`config.mk`:
```
export PLATFORM = sky130hd
export DESIGN_NAME = identifier_list_validator_core
export DESIGN_NICKNAME = d
export VERILOG_FILES = /design/src/hw/rtl/ilv_pkg.sv /design/src/hw/rtl/ilv_step.sv /design/src/hw/rtl/ilv_out_reg.sv /design/src/hw/rtl/identifier_list_validator_core.sv
export SDC_FILE = /design/constraint.sdc
export NUM_CORES = 1
export LEC_CHECK = 0
export ABC_AREA = 1
export BUFFER_PORTS_ARGS = -buffer_cell sky130_fd_sc_hd__buf_2
export CAP_MARGIN = 5
export CORE_ASPECT_RATIO = 1.1
export CORE_UTILIZATION = 45
export CTS_CLUSTER_SIZE = 40
export DETAILED_ROUTE_END_ITERATION = 16
export SLEW_MARGIN = 20
export SYNTH_ARGS = -nofsm -noshare
export SYNTH_HDL_FRONTEND = slang
export SYNTH_SLANG_ARGS = --single-unit
```
`constraint.sdc`:
```
create_clock -name clk -period 2.9 [get_ports clk]
set_clock_uncertainty 0.2 [all_clocks]
set_input_delay 0.29 -clock clk [delete_from_list [all_inputs] [get_ports clk]]
set_output_delay 0.29 -clock clk [all_outputs]
set_load 0.01 [all_outputs]
```
`src/hw/rtl/ilv_pkg.sv`:
```
package ilv_pkg;

  localparam int unsigned MAX_LENGTH = 1024;
  localparam int unsigned TEXT_W     = 11;
  localparam int unsigned IDENT_W    = 7;

  localparam logic [TEXT_W:0]    MAX_LEN_X  = (TEXT_W + 1)'(MAX_LENGTH);
  localparam logic [TEXT_W-1:0]  TEXT_SAT   = '1;
  localparam logic [IDENT_W-1:0] IDENT_MAX  = 7'd63;
  localparam logic [IDENT_W-1:0] IDENT_OVER = 7'd64;

  localparam logic [7:0] CH_SPACE = 8'h20;
  localparam logic [7:0] CH_COMMA = 8'h2c;
  localparam logic [7:0] CH_QUOTE = 8'h22;
  localparam logic [7:0] CH_DEL   = 8'h7f;

  typedef enum logic [2:0] {
    PH_LEAD  = 3'd0,
    PH_UNQ   = 3'd1,
    PH_QIN   = 3'd2,
    PH_QPEND = 3'd3,
    PH_TRAIL = 3'd4
  } phase_t;

  typedef struct packed {
    phase_t              phase;
    logic [IDENT_W-1:0]  ident_len;
    logic [TEXT_W-1:0]   text_len;
    logic                failed;
  } parse_state_t;

  localparam parse_state_t STATE_RESET = '{
    phase:     PH_LEAD,
    ident_len: '0,
    text_len:  '0,
    failed:    1'b0
  };

endpackage

```
`src/hw/rtl/ilv_step.sv`:
```
module ilv_step (
  input  ilv_pkg::parse_state_t cur,
  input  logic [7:0]            ch,
  output ilv_pkg::parse_state_t nxt,
  output logic                  ok
);

  function automatic logic is_alpha_us(input logic [7:0] c);
    is_alpha_us = (c >= 8'h41 && c <= 8'h5a) || (c >= 8'h61 && c <= 8'h7a) ||
                  (c == 8'h5f);
  endfunction

  function automatic logic is_ident_rest(input logic [7:0] c);
    is_ident_rest = is_alpha_us(c) || (c >= 8'h30 && c <= 8'h39) || (c == 8'h24);
  endfunction

  logic [ilv_pkg::TEXT_W:0]    text_inc;
  logic [ilv_pkg::IDENT_W-1:0] ident_inc;
  logic                        ident_ovf;
  logic                        pre_fail;

  assign text_inc  = {1'b0, cur.text_len} + 1'b1;
  assign ident_inc = cur.ident_len + 1'b1;
  assign ident_ovf = ident_inc > ilv_pkg::IDENT_MAX;
  assign pre_fail  = cur.failed || (text_inc > ilv_pkg::MAX_LEN_X) ||
                     (ch < ilv_pkg::CH_SPACE) || (ch == ilv_pkg::CH_DEL);

  always_comb begin
    nxt        = cur;
    nxt.failed = pre_fail;
    nxt.text_len = text_inc[ilv_pkg::TEXT_W] ? ilv_pkg::TEXT_SAT
                                             : text_inc[ilv_pkg::TEXT_W-1:0];
    if (!pre_fail) begin
      unique case (cur.phase)
        ilv_pkg::PH_LEAD: begin
          if (ch == ilv_pkg::CH_SPACE) begin
            nxt.phase = ilv_pkg::PH_LEAD;
          end else if (ch == ilv_pkg::CH_QUOTE) begin
            nxt.phase     = ilv_pkg::PH_QIN;
            nxt.ident_len = '0;
          end else if (is_alpha_us(ch)) begin
            nxt.phase     = ilv_pkg::PH_UNQ;
            nxt.ident_len = 7'd1;
          end else begin
            nxt.failed = 1'b1;
          end
        end
        ilv_pkg::PH_UNQ: begin
          if (is_ident_rest(ch)) begin
            nxt.ident_len = ident_ovf ? ilv_pkg::IDENT_OVER : ident_inc;
            nxt.failed    = ident_ovf;
          end else if (ch == ilv_pkg::CH_SPACE) begin
            nxt.phase = ilv_pkg::PH_TRAIL;
          end else if (ch == ilv_pkg::CH_COMMA) begin
            nxt.phase = ilv_pkg::PH_LEAD;
          end else begin
            nxt.failed = 1'b1;
          end
        end
        ilv_pkg::PH_QIN: begin
          if (ch == ilv_pkg::CH_QUOTE) begin
            nxt.phase = ilv_pkg::PH_QPEND;
          end else begin
            nxt.ident_len = ident_ovf ? ilv_pkg::IDENT_OVER : ident_inc;
            nxt.failed    = ident_ovf;
          end
        end
        ilv_pkg::PH_QPEND: begin
          // A second quote is an escaped quote; a space or comma closes a non-empty identifier, anything else fails.
          if (ch == ilv_pkg::CH_QUOTE) begin
            nxt.phase     = ilv_pkg::PH_QIN;
            nxt.ident_len = ident_ovf ? ilv_pkg::IDENT_OVER : ident_inc;
            nxt.failed    = ident_ovf;
          end else if (cur.ident_len == '0) begin
            nxt.failed = 1'b1;
          end else if (ch == ilv_pkg::CH_SPACE) begin
            nxt.phase = ilv_pkg::PH_TRAIL;
          end else if (ch == ilv_pkg::CH_COMMA) begin
            nxt.phase = ilv_pkg::PH_LEAD;
          end else begin
            nxt.failed = 1'b1;
          end
        end
        ilv_pkg::PH_TRAIL: begin
          if (ch == ilv_pkg::CH_SPACE) begin
            nxt.phase = ilv_pkg::PH_TRAIL;
          end else if (ch == ilv_pkg::CH_COMMA) begin
            nxt.phase = ilv_pkg::PH_LEAD;
          end else begin
            nxt.failed = 1'b1;
          end
        end
        default: begin
          nxt.failed = 1'b1;
        end
      endcase
    end
  end

  assign ok = !nxt.failed &&
              ((nxt.phase == ilv_pkg::PH_UNQ) || (nxt.phase == ilv_pkg::PH_TRAIL) ||
               ((nxt.phase == ilv_pkg::PH_QPEND) && (nxt.ident_len != '0)));

endmodule

```
`src/hw/rtl/ilv_out_reg.sv`:
```
module ilv_out_reg (
  input  logic clk,
  input  logic rst_n,
  input  logic load,
  input  logic load_res,
  output logic free,
  output logic out_valid,
  input  logic out_stall,
  output logic out_valid_res
);

  logic valid_r;
  logic valid_nxt;
  logic res_r;

  // The register can take a new beat when empty or when its beat leaves now.
  assign free = !valid_r || !out_stall;

  always_comb begin
    valid_nxt = valid_r;
    if (load) begin
      valid_nxt = 1'b1;
    end else if (!out_stall) begin
      valid_nxt = 1'b0;
    end
  end

  always_ff @(posedge clk) begin
    if (!rst_n) begin
      valid_r <= 1'b0;
    end else begin
      valid_r <= valid_nxt;
    end
  end

  always_ff @(posedge clk) begin
    if (load) begin
      res_r <= load_res;
    end
  end

  assign out_valid     = valid_r;
  assign out_valid_res = res_r;

endmodule

```
`src/hw/rtl/identifier_list_validator_core.sv`:
```
// Channel   Direction  Ports                          Beat
// in        input      in_valid in_stall in_ch in_last  one text byte
// out       output     out_valid out_stall out_valid_res  verdict on final byte
//
// One byte per cycle while in_stall is low; a verdict passes the input register, the parse step
// and the result register after its final byte is accepted.
// Reset clears the parse state, the input register and the result register.
// in_stall rises only when a final byte waits in the input register while a
// stalled verdict still occupies the result register.
module identifier_list_validator_core (
  input  logic       clk,
  input  logic       rst_n,
  input  logic       in_valid,
  output logic       in_stall,
  input  logic [7:0] in_ch,
  input  logic       in_last,
  output logic       out_valid,
  input  logic       out_stall,
  output logic       out_valid_res
);

  logic                  in_v_r;
  logic                  in_v_nxt;
  logic [7:0]            ch_r;
  logic                  last_r;
  logic                  in_take;
  logic                  advance;
  logic                  out_free;
  logic                  step_ok;
  ilv_pkg::parse_state_t state_r;
  ilv_pkg::parse_state_t state_nxt;
  ilv_pkg::parse_state_t step_state;

  assign advance  = in_v_r && (!last_r || out_free);
  assign in_stall = in_v_r && !advance;
  assign in_take  = in_valid && !in_stall;

  ilv_step u_step (
    .cur (state_r),
    .ch  (ch_r),
    .nxt (step_state),
    .ok  (step_ok)
  );

  always_comb begin
    in_v_nxt = in_v_r;
    if (in_take) begin
      in_v_nxt = 1'b1;
    end else if (advance) begin
      in_v_nxt = 1'b0;
    end
  end

  always_comb begin
    state_nxt = state_r;
    if (advance) begin
      state_nxt = last_r ? ilv_pkg::STATE_RESET : step_state;
    end
  end

  always_ff @(posedge clk) begin
    if (!rst_n) begin
      in_v_r  <= 1'b0;
      state_r <= ilv_pkg::STATE_RESET;
    end else begin
      in_v_r  <= in_v_nxt;
      state_r <= state_nxt;
    end
  end

  always_ff @(posedge clk) begin
    if (in_take) begin
      ch_r   <= in_ch;
      last_r <= in_last;
    end
  end

  ilv_out_reg u_out (
    .clk           (clk),
    .rst_n         (rst_n),
    .load          (advance && last_r),
    .load_res      (step_ok),
    .free          (out_free),
    .out_valid     (out_valid),
    .out_stall     (out_stall),
    .out_valid_res (out_valid_res)
  );

endmodule

```
==> results of run 1 <==
[stage by stage]
step	cells	utilization	total power, mW	hold slack [ns]	cell area [µm²]
6_report	525	0.540	1.07	0.0266	2950
5_1_grt	525	0.540	1.12	0.0192	2950
4_1_cts	525	0.540	1.08	0.0216	2950
3_5_place_dp	507	0.501	0.626	0.269	2740
3_3_place_gp	507	0.501	0.627	0.266	2740
2_1_floorplan	422	-	0.595	0.188	2580
[flip-flops by register name, summed over array words and instances (netlist names)]
register,flops
ch_r,8
u_out.out_valid,1
u_out.out_valid_res,1
in_v_r,1
last_r,1
state_r,22
[report_power, final]
group | total, mW | internal [mW] | switching [mW]
Combinational | 0.114 | 0.0439 | 0.0701
Clock | 0.442 | 0.256 | 0.187
Sequential | 0.513 | 0.501 | 0.0113
Total | 1.07 | 0.801 | 0.268
[per-layer routing]
metal	vias to the layer above	share of wire	global-route usage
met5	-	0	0
met4	0	0.012	0.0615
met3	8	0.025	0.0368
met2	27	0.49	0.405
met1	1179	0.48	0.282
li1	1399	-	-
[final cells by class]
class | instances | area share
Timing Repair Buffer | 30 | 0.0720
Clock buffer | 5 | 0.0233
Inverter | 59 | 0.0754
Multi-Input combinational cell | 319 | 0.517
Tap cell | 75 | 0.0318
Clock inverter | 3 | 0.0153
Sequential cell | 34 | 0.265
[cell families (layout without fill, tap and decap cells)]
logic type / Yosys count / in the layout / synth area share
AND/OR/NAND/NOR: 262 / 262 / 0.452
buffers and inverters: 69 / 97 / 0.105
AO/OA/AOI/OAI: 50 / 50 / 0.111
flip-flops: 34 / 34 / 0.303
adder cells (fa/ha/maj): 4 / 4 / 0.0194
XOR/XNOR: 3 / 3 / 0.0102
[how the worst max path moves through the flow]
| stage | startpoint | endpoint | slack [ns] | cells after the start |
|---|---|---|---|---|
| 6_report | state_r[12] | u_out.out_valid_res | 0.33 | 17 |
| 5_1_grt | state_r[1] | u_out.out_valid_res | 0.02 | 18 |
| 4_1_cts | state_r[1] | u_out.out_valid_res | 0.25 | 20 |
| 3_5_place_dp | state_r[1] | u_out.out_valid_res | 0.27 | 20 |
| 3_3_place_gp | state_r[1] | u_out.out_valid_res | 0.28 | 20 |
| 2_1_floorplan | state_r[12] | u_out.out_valid_res | 0.45 | 18 |
[worst max-delay path, stage by stage (launching register included)]
cell and delay, ns:
dfxtp_1 0.38, inv_1 0.13, ha_1 0.33, nand2_1 0.06
nor2_1 0.08, nand2_1 0.05, nor2_1 0.08, nand2_1 0.11
nand2_1 0.13, inv_2 0.07, a31oi_1 0.17, nor2_1 0.07
a21oi_1 0.15, nand2_1 0.08, nor2_1 0.09, nand2_1 0.05
nand2_1 0.06, a21oi_2 0.05
[repair_timing]
item / 4_1_cts / 5_1_grt
endpoints found under the hold margin: 10 / 0
hold buffers: 10 / 0
resized for setup: 0 / 1
setup endpoints to repair: 0 / 1
[synthesized netlist by cell type (2+ instances only)]
cell type    n  share of area
a21oi_1     30          0.058
buf_2        3         0.0058
clkbuf_1     6         0.0087
dfxtp_1     24           0.19
edfxtp_1    10           0.12
ha_1         4          0.019
inv_1       56          0.081
nand2_1    146           0.21
nand2_2      4         0.0097
nand2_4      2         0.0087
nand3_1     36          0.070
nand3_2      2         0.0078
nand3b_1     3         0.0087
nand4_1      9          0.022
nor2_1      43          0.063
nor2_2       5          0.012
nor2_4       2         0.0087
nor3_1       7          0.014
nor3_2       2         0.0078
o21ai_0     12          0.023
xor2_1       3          0.010
==> out/qor.csv, run 1 <==
stage,metric,value,unit
cells_and_area,final-seq-area,782,µm²
grt,antenna_found_initial,0,
floorplan,die_width,74.2,µm
timing,slew_headroom,0.506,
worst_hold_path,hold_end,in_v_r,
worst_setup_path,cp-end-kind,register,
synth,synth_seq_cells,34,
timing,hold_viol_final,0,
floorplan,fp.dieArea,6040,µm²
worst_setup_path,regToRegSetupSlack,0.33,ns
placement,dpl.hpwl,4.70,mm
clock_tree,post_cts_buffers,0,
detailed_routing,drt-vias-per-instance,4.98,
timing,setup_ws,0.326,ns
grt,grt_max_degree,24,
timing,rsz0062_at_grt,no,
synth,synth-main-ff-cell,dfxtp_1,
run,drv_cap,0,
cells_and_area,final_layout_size_suffix_gt1_frac,0.113,
detailed_routing,remaining_drc_errors,0,
status,outcome,finished clean,
worst_setup_path,cp-start-kind,register,
synth,syn_area,2580,µm²
grt,grt_pass1_vias,2342,
cells_and_area,layout_commonest_cell,nand2_1,
clock_tree,htreeDepth,2,
floorplan,die_y,81.4,µm
timing,post-route-period-util,0.888,
cells_and_area,fillers,580,
worst_setup_path,reg2reg_depth,17,
placement,place_congestion,0.842,
detailed_routing,drt_iter0_drc,98,
floorplan,floorplan.initialDensity,0.472,
synth,synth.avg_cell_area,6.11,µm²
placement,dp_slack,0.271,ns
floorplan,floorplan.rows,28,
worst_setup_path,r2r_start,state_r[12],
power,cellLeakagePower,1.35,nW
detailed_routing,vias,2613,
clock_tree,cts_buffers,5,
grt,grt_pass1_wl,10.5,mm
placement,portBuffers,15,
grt,grt_usage,0.228,
worst_hold_path,worstHoldPathCells,3,
synth,synth_cell_types,34,
synth,async_flop_share,0,
timing,finalMaxSlewViolations,0,
timing,setup_viol,0,
floorplan,io_pins,16,
cells_and_area,nNetsFinal,466,
worst_hold_path,hp-class,in2reg,
detailed_routing,post_drt_wl_per_cell,12.0,µm
clock_tree,clk_path_buf_depth,2,
power,power_density,362,nW/µm²
synth,ys_seq_area_frac,0.303,
grt,grt_overflow,0,
cells_and_area,diodes,0,
power,vdd_ir_drop_max,0.000282,V
synth,yosysWarnings,0,
clock_tree,cts_root_buffer,clkbuf_8,
cells_and_area,final_cell_mix,"nand2_1 (146), inv_1 (56), nor2_1 (43)",
timing,period_needed,2.57,ns
detailed_routing,wl,6.31,mm
cells_and_area,area_growth,14.5,%
worst_setup_path,r2r-end,u_out.out_valid_res,
floorplan,core,5470,µm²
clock_tree,clkLatencyLatePin,0.29,ns
cells_and_area,multi_input_area,1530,µm²
timing,tns,0,ns
timing,worst_pin_slew,0.740,ns
worst_setup_path,arrival,2.42,ns
clock_tree,cts_tree,done,
detailed_routing,firstDrtPassIters,4,
synth,synth_nets,439,
clock_tree,clk_pin_slew,0.07,ns
timing,timing.fmax,388,MHz
worst_setup_path,path_class,reg2reg,
detailed_routing,final_antenna_net_count,0,
worst_setup_path,cp_max_fo,6,
synth,synth-edff-count,10,
worst_hold_path,min-delay-start,in_valid,
synth,syn_inst,422,
worst_setup_path,required,2.75,ns
clock_tree,clock_sinks,34,
(Power assumes the default switching activity.)
==> run 2, diff against run 1 <==
--- a/config.mk
+++ b/config.mk
@@ -14,2 +14,3 @@
 export DETAILED_ROUTE_END_ITERATION = 16
+export MAX_ROUTING_LAYER = met4
 export SLEW_MARGIN = 20
==> constraint.sdc (replaced) <==
create_clock -name clk -period 2.9 [get_ports clk]
set_clock_uncertainty 0.2 [all_clocks]
set_input_delay 0 -clock clk [delete_from_list [all_inputs] [get_ports clk]]
set_output_delay 0 -clock clk [all_outputs]
set_load 0.01 [all_outputs]
==> out/qor.csv, run 2 (synthesis results as in run 1) <==
stage,metric,value,unit,change
power,vdd_ir_drop_max,0.000289,V,+2.4%
detailed_routing,firstDrtPassIters,4,,unchanged
power,power_density,359,nW/µm²,-0.88%
floorplan,floorplan.initialDensity,0.472,,unchanged
clock_tree,clock_sinks,34,,unchanged
timing,hold_ws,0.214,ns,+0.188 ns
cells_and_area,final_cell_mix,"nand2_1 (146), inv_1 (56), nor2_1 (43)",,
timing,hold_viol_final,0,,unchanged
worst_hold_path,hold_end,last_r,,
clock_tree,cts_buffers,5,,unchanged
detailed_routing,vias,2651,,+1.5%
clock_tree,cts_tree,done,,
cells_and_area,largestRegisters,"state_r: 22 flops, ch_r: 8 flops",,
timing,finalMaxSlewViolations,0,,unchanged
cells_and_area,nNetsFinal,470,,+0.86%
cells_and_area,diodes,0,,unchanged
worst_setup_path,cp-start-kind,register,,
detailed_routing,wl,6.36,mm,+0.76%
timing,worst_pin_slew,0.739,ns,-0.00156 ns
grt,grt_pass1_wl,10.5,mm,+0.26%
worst_setup_path,r2r-end,u_out.out_valid_res,,
cells_and_area,post-route-cell-area,2990,µm²,+1.4%
cells_and_area,largest_register,state_r,,
timing,setup_viol,0,,unchanged
run,drv_cap,0,,unchanged
floorplan,fp.dieArea,6040,µm²,unchanged
worst_setup_path,cp-end-kind,register,,
cells_and_area,layout_commonest_cell,nand2_1,,
floorplan,die_y,81.4,µm,unchanged
timing,slew_headroom,0.507,,+0.00104
grt,grt_max_degree,24,,unchanged
timing,post-route-period-util,0.887,,about the same
worst_setup_path,required,2.75,ns,about the same
clock_tree,clk_path_buf_depth,2,,unchanged
floorplan,io_pins,16,,unchanged
worst_setup_path,cp_max_fo,6,,unchanged
detailed_routing,final_antenna_net_count,0,,unchanged
timing,tns,0,ns,unchanged
placement,dpl.hpwl,4.70,mm,unchanged
worst_setup_path,r2r_start,state_r[12],,
detailed_routing,drt_iter0_drc,105,,+7.1%
cells_and_area,largest_reg_flops,22,,unchanged
clock_tree,htreeDepth,2,,unchanged
cells_and_area,final_layout_size_suffix_gt1_frac,0.112,,-0.000999
cells_and_area,area_growth,16.0,%,
grt,grt_overflow,0,,unchanged
power,cellLeakagePower,1.36,nW,+1.1%
timing,setup_ws,0.328,ns,+0.00216 ns
clock_tree,clkLatencyLatePin,0.29,ns,about the same
placement,place_congestion,0.855,,+1.6%
worst_setup_path,arrival,2.42,ns,about the same
worst_hold_path,hp-class,in2reg,,
placement,portBuffers,15,,unchanged
clock_tree,cts_root_buffer,clkbuf_8,,
worst_setup_path,regToRegSetupSlack,0.33,ns,about the same
placement,dp_slack,0.271,ns,unchanged
floorplan,die_width,74.2,µm,unchanged
clock_tree,clk_pin_slew,0.07,ns,about the same
timing,timing.fmax,389,MHz,about the same
grt,grt_pass1_vias,2352,,+0.43%
grt,grt_usage,0.235,,+0.00708
detailed_routing,post_drt_wl_per_cell,12.0,µm,about the same
worst_setup_path,reg2reg_depth,17,,unchanged
grt,antenna_found_initial,0,,unchanged
placement,placed_area,2740,µm²,unchanged
worst_hold_path,min-delay-start,in_last,,
floorplan,core,5470,µm²,unchanged
worst_setup_path,path_class,reg2reg,,
detailed_routing,remaining_drc_errors,0,,unchanged
status,outcome,finished clean,,
worst_hold_path,worstHoldPathCells,2,,-1
floorplan,floorplan.rows,28,,unchanged
timing,rsz0062_at_grt,no,,
detailed_routing,drt-vias-per-instance,5.01,,+0.69%
timing,period_needed,2.57,ns,-0.00216 ns
## run 2: changes by cell type in the layout (fill, tap and decap cells not counted), sizes merged
cell / previous run / this run
dlygate4sd3: 10 / 14
## run 2: critical path, cell delays in order (launching register included)
cell and delay, ns:
dfxtp_1 0.38, inv_1 0.13, ha_1 0.33, nand2_1 0.06, nor2_1 0.08, nand2_1 0.05
nor2_1 0.08, nand2_1 0.10, nand2_1 0.13, inv_2 0.07, a31oi_1 0.17, nor2_1 0.07
a21oi_1 0.15, nand2_1 0.08, nor2_1 0.09, nand2_1 0.05, nand2_1 0.06, a21oi_2 0.05
## run 2: metrics by stage
step / std cells / power (mW) / utilization
floorplan: 422 / 0.595 / -
global placement: 507 / 0.627 / 0.501
detailed placement: 507 / 0.626 / 0.501
CTS: 529 / 1.08 / 0.547
global route: 529 / 1.12 / 0.548
finish: 529 / 1.07 / 0.548
## run 2: cell type report
cell class,instances,area [µm²]
Tap cell,75,93.8
Fill cell,575,2470
Timing Repair Buffer,34,253
Inverter,59,223
Clock inverter,3,45.0
Multi-Input combinational cell,319,1530
Clock buffer,5,68.8
Sequential cell,34,782
## run 2: timing repair
item / CTS / global route
endpoints found under the setup margin: 0 / 1
setup buffers: 0 / 0
hold buffers: 14 / 0
gates resized for setup: 0 / 1
hold endpoints to repair: 12 / 0
## run 2: worst max path at each step
stage | start | endpoint | slack, ns | depth (start not counted)
2_1_floorplan | state_r[12] | u_out.out_valid_res | 0.45 | 18
3_3_place_gp | state_r[1] | u_out.out_valid_res | 0.28 | 20
3_5_place_dp | state_r[1] | u_out.out_valid_res | 0.27 | 20
4_1_cts | state_r[1] | u_out.out_valid_res | 0.25 | 20
5_1_grt | state_r[1] | u_out.out_valid_res | 0.02 | 18
6_report | state_r[12] | u_out.out_valid_res | 0.33 | 17
## run 2: per-layer routing
layer,track usage,routed length (µm),vias up
met4,0.0615,75,0
li1,-,-,1405
met1,0.280,3010,1210
met3,0.0368,134,8
met2,0.409,3140,28
met5,-,0,-
## run 2: report_power, final
| part | internal, mW | switching (mW) |
|---|---|---|
| logic | 0.0472 | 0.0705 |
| clock network | 0.256 | 0.188 |
| registers | 0.501 | 0.0114 |
| total | 0.804 | 0.270 |
==> run 3, diff against run 2 <==
ABC_AREA = not set   (was 1)
==> out/qor.csv, run 3 <==
stage,metric,value,unit,change
cells_and_area,largest_register,state_r,,
cells_and_area,final_cell_mix,"buf_4 (61), nor2_1 (36), dfxtp_1 (21)",,
synth,yosysWarnings,0,,unchanged
cells_and_area,layout_commonest_cell,buf_4,,
placement,portBuffers,15,,unchanged
worst_setup_path,path_class,reg2reg,,
synth,yosys.area.top_type,dfxtp_1,,
floorplan,floorplan.rows,27,,-3.6%
synth,synth_seq_cells,34,,unchanged
synth,async_flop_share,0,,unchanged
worst_setup_path,cp-end-kind,register,,
status,outcome,"finished, violations left",,
worst_setup_path,cp_slowest_stage_delay,0.56,ns,+0.18 ns
synth,synth_nets,302,,-31%
synth,synth.avg_cell_area,8.49,µm²,+39%
timing,slew_headroom,0.486,,-0.0214
synth,synth_cell_types,72,,+110%
worst_setup_path,crit_family,compound AO/OA/AOI/OAI gates,,
power,total_power,1.20,mW,+12%
timing,timing.fmax,338,MHz,-13%
worst_setup_path,cp-start-kind,register,,
placement,placed_area,2930,µm²,+6.9%
worst_setup_path,path_buf_inv,0,,-2
detailed_routing,drt-vias-per-instance,5.74,,+15%
cells_and_area,diodes,0,,unchanged
clock_tree,clk_path_buf_depth,2,,unchanged
cells_and_area,largestRegisters,"state_r: 22 flops, ch_r: 8 flops",,
grt,grt_overflow,0,,unchanged
timing,finalMaxSlewViolations,0,,unchanged
detailed_routing,firstDrtPassIters,4,,unchanged
clock_tree,cts_tree,done,,
synth,synth_most_common_cell,nor2_1,,
synth,synth-main-ff-cell,dfxtp_1,,
detailed_routing,remaining_drc_errors,0,,unchanged
run,drv_cap,0,,unchanged
floorplan,floorplan.initialDensity,0.474,,+0.00205
cells_and_area,final_layout_size_suffix_gt1_frac,0.350,,+0.237
synth,synth_top_area_frac,0.199,,-0.0138
synth,syn_inst,285,,-32%
timing,worst_pin_slew,0.770,ns,+0.0314 ns
placement,dpl.hpwl,4.75,mm,+1.2%
worst_setup_path,slowest_stage,or4_4,,
status,violations,setup timing,,
timing,hold_viol_final,0,,unchanged
placement,dp_slack,-0.106,ns,-0.377 ns
worst_setup_path,worstPathCellList,or4_4 -> o211a_1 -> a2bb2oi_2 -> a2111o_1 -> nor2_1 -> a221o_1 -> nor4_2 -> a211oi_1,,
clock_tree,htreeDepth,2,,unchanged
detailed_routing,drt_iter0_drc,114,,+8.6%
floorplan,die_y,78.9,µm,-3.1%
power,power_density,361,nW/µm²,+0.46%
floorplan,fp.dieArea,5670,µm²,-6.1%
timing,setup_viol,2,,+2
clock_tree,cts_root_buffer,clkbuf_8,,
worst_setup_path,cp_max_fo,8,,+2
floorplan,io_pins,16,,unchanged
synth,syn_area,2420,µm²,-6.3%
timing,rsz0062_at_grt,yes,,
grt,grt_max_degree,23,,-4.2%
timing,post-route-period-util,1.02,,+0.134
cells_and_area,post-route-cell-area,3340,µm²,+12%
clock_tree,clkLatencyLatePin,0.29,ns,about the same
grt,grt_pass1_wl,11.5,mm,+9.3%
cells_and_area,fillers,429,,-25%
detailed_routing,final_antenna_net_count,0,,unchanged
clock_tree,clk_pin_slew,0.07,ns,about the same
worst_setup_path,arrival,2.79,ns,+0.37 ns
synth,synth-edff-count,10,,unchanged
synth,synthTopCellsByArea,"dfxtp_1 (20%), edfxtp_1 (12%), nor2_1 (5.6%)",,
cells_and_area,area_growth,38.1,%,
detailed_routing,wl,6.82,mm,+7.3%
worst_hold_path,hp-class,in2reg,,
detailed_routing,post_drt_wl_per_cell,15.6,µm,+30%
cells_and_area,nNetsFinal,382,,-19%
grt,antenna_found_initial,0,,unchanged
placement,place_congestion,0.905,,+5.9%
floorplan,die_width,71.9,µm,-3.1%
floorplan,core,5100,µm²,-6.7%
clock_tree,clock_sinks,34,,unchanged
power,vdd_ir_drop_max,0.000500,V,+73%
synth,ys_seq_area_frac,0.323,,+0.0202
clock_tree,cts_buffers,5,,unchanged
timing,period_needed,2.96,ns,+0.387 ns
cells_and_area,largest_reg_flops,22,,unchanged
grt,grt_usage,0.264,,+0.0290
worst_setup_path,required,2.73,ns,-0.02 ns
power,cellLeakagePower,1.29,nW,-5.4%
grt,grt_pass1_vias,2484,,+5.6%
timing,setup_ws,-0.0597,ns,-0.387 ns
synth,synth_commonest_cells,"nor2_1 (36), dfxtp_1 (24), a21oi_1 (17), nand2_1 (17), nor3_1 (14)",,
detailed_routing,vias,2514,,-5.2%
[run 3: final cells by class]
cell class | count | area (µm²) | area share
clock buffers | 5 | 68.8 | 0.0206
clock inverters | 3 | 68.8 | 0.0206
inverters | 13 | 48.8 | 0.0146
multi-input cells | 219 | 1580 | 0.472
flip-flops and latches | 34 | 790 | 0.236
well taps | 72 | 90.1 | 0.0270
repair buffers | 92 | 697 | 0.209
[run 3: metal layers]
layer	part of all wire	track usage	routed length, µm
met3	0.030	0.0330	205
met2	0.51	0.465	3450
met4	0.018	0.0863	123
met1	0.45	0.310	3030
met5	0	-	0
[run 3: through the flow]
step	setup TNS, ns	std cells	util	hold slack [ns]
2_1_floorplan	0	285	-	-0.101
3_3_place_gp	-0.0547	412	0.574	-0.0226
3_5_place_dp	-0.142	412	0.574	-0.0213
4_1_cts	-0.0417	438	0.642	0.214
5_1_grt	-0.332	438	0.655	0.230
6_report	-0.0702	438	0.655	0.223
[run 3: logic make-up (layout without fill, tap and decap cells)]
logic type / Yosys count / in the layout / share of synthesized area
adders and majority gates: 4 / 4 / 0.0207
xor gates and xnor gates: 4 / 4 / 0.0145
DFF: 34 / 34 / 0.323
muxes: 4 / 4 / 0.0171
buffers and inverters: 32 / 113 / 0.0693
AOI/OAI and AO/OA: 90 / 90 / 0.283
and+or+nand+nor: 117 / 117 / 0.273
[run 3: final timing paths]
check / start / to / slack (ns) / cells past startpoint
max: ch_r[3] / u_out.out_valid_res / -0.06 / 8
max reg2reg: ch_r[3] / u_out.out_valid_res / -0.06 / 8
min: in_last / last_r / 0.22 / 2
min reg2reg: u_out.out_valid / u_out.out_valid / 0.32 / 2
[run 3: power breakdown]
| group | leakage [nW] | internal [mW] | switching (mW) |
|---|---|---|---|
| clock | 0.0683 | 0.344 | 0.188 |
| combinational | 0.926 | 0.0793 | 0.0783 |
| sequential | 0.294 | 0.499 | 0.0150 |
[run 3: repair_timing]
action,in CTS,in global routing
hold buffers,13,0
endpoints found under the setup margin,2,5
gates resized for setup,7,12
setup buffers,5,0
pin swaps,5,4
endpoints found under the hold margin,13,0
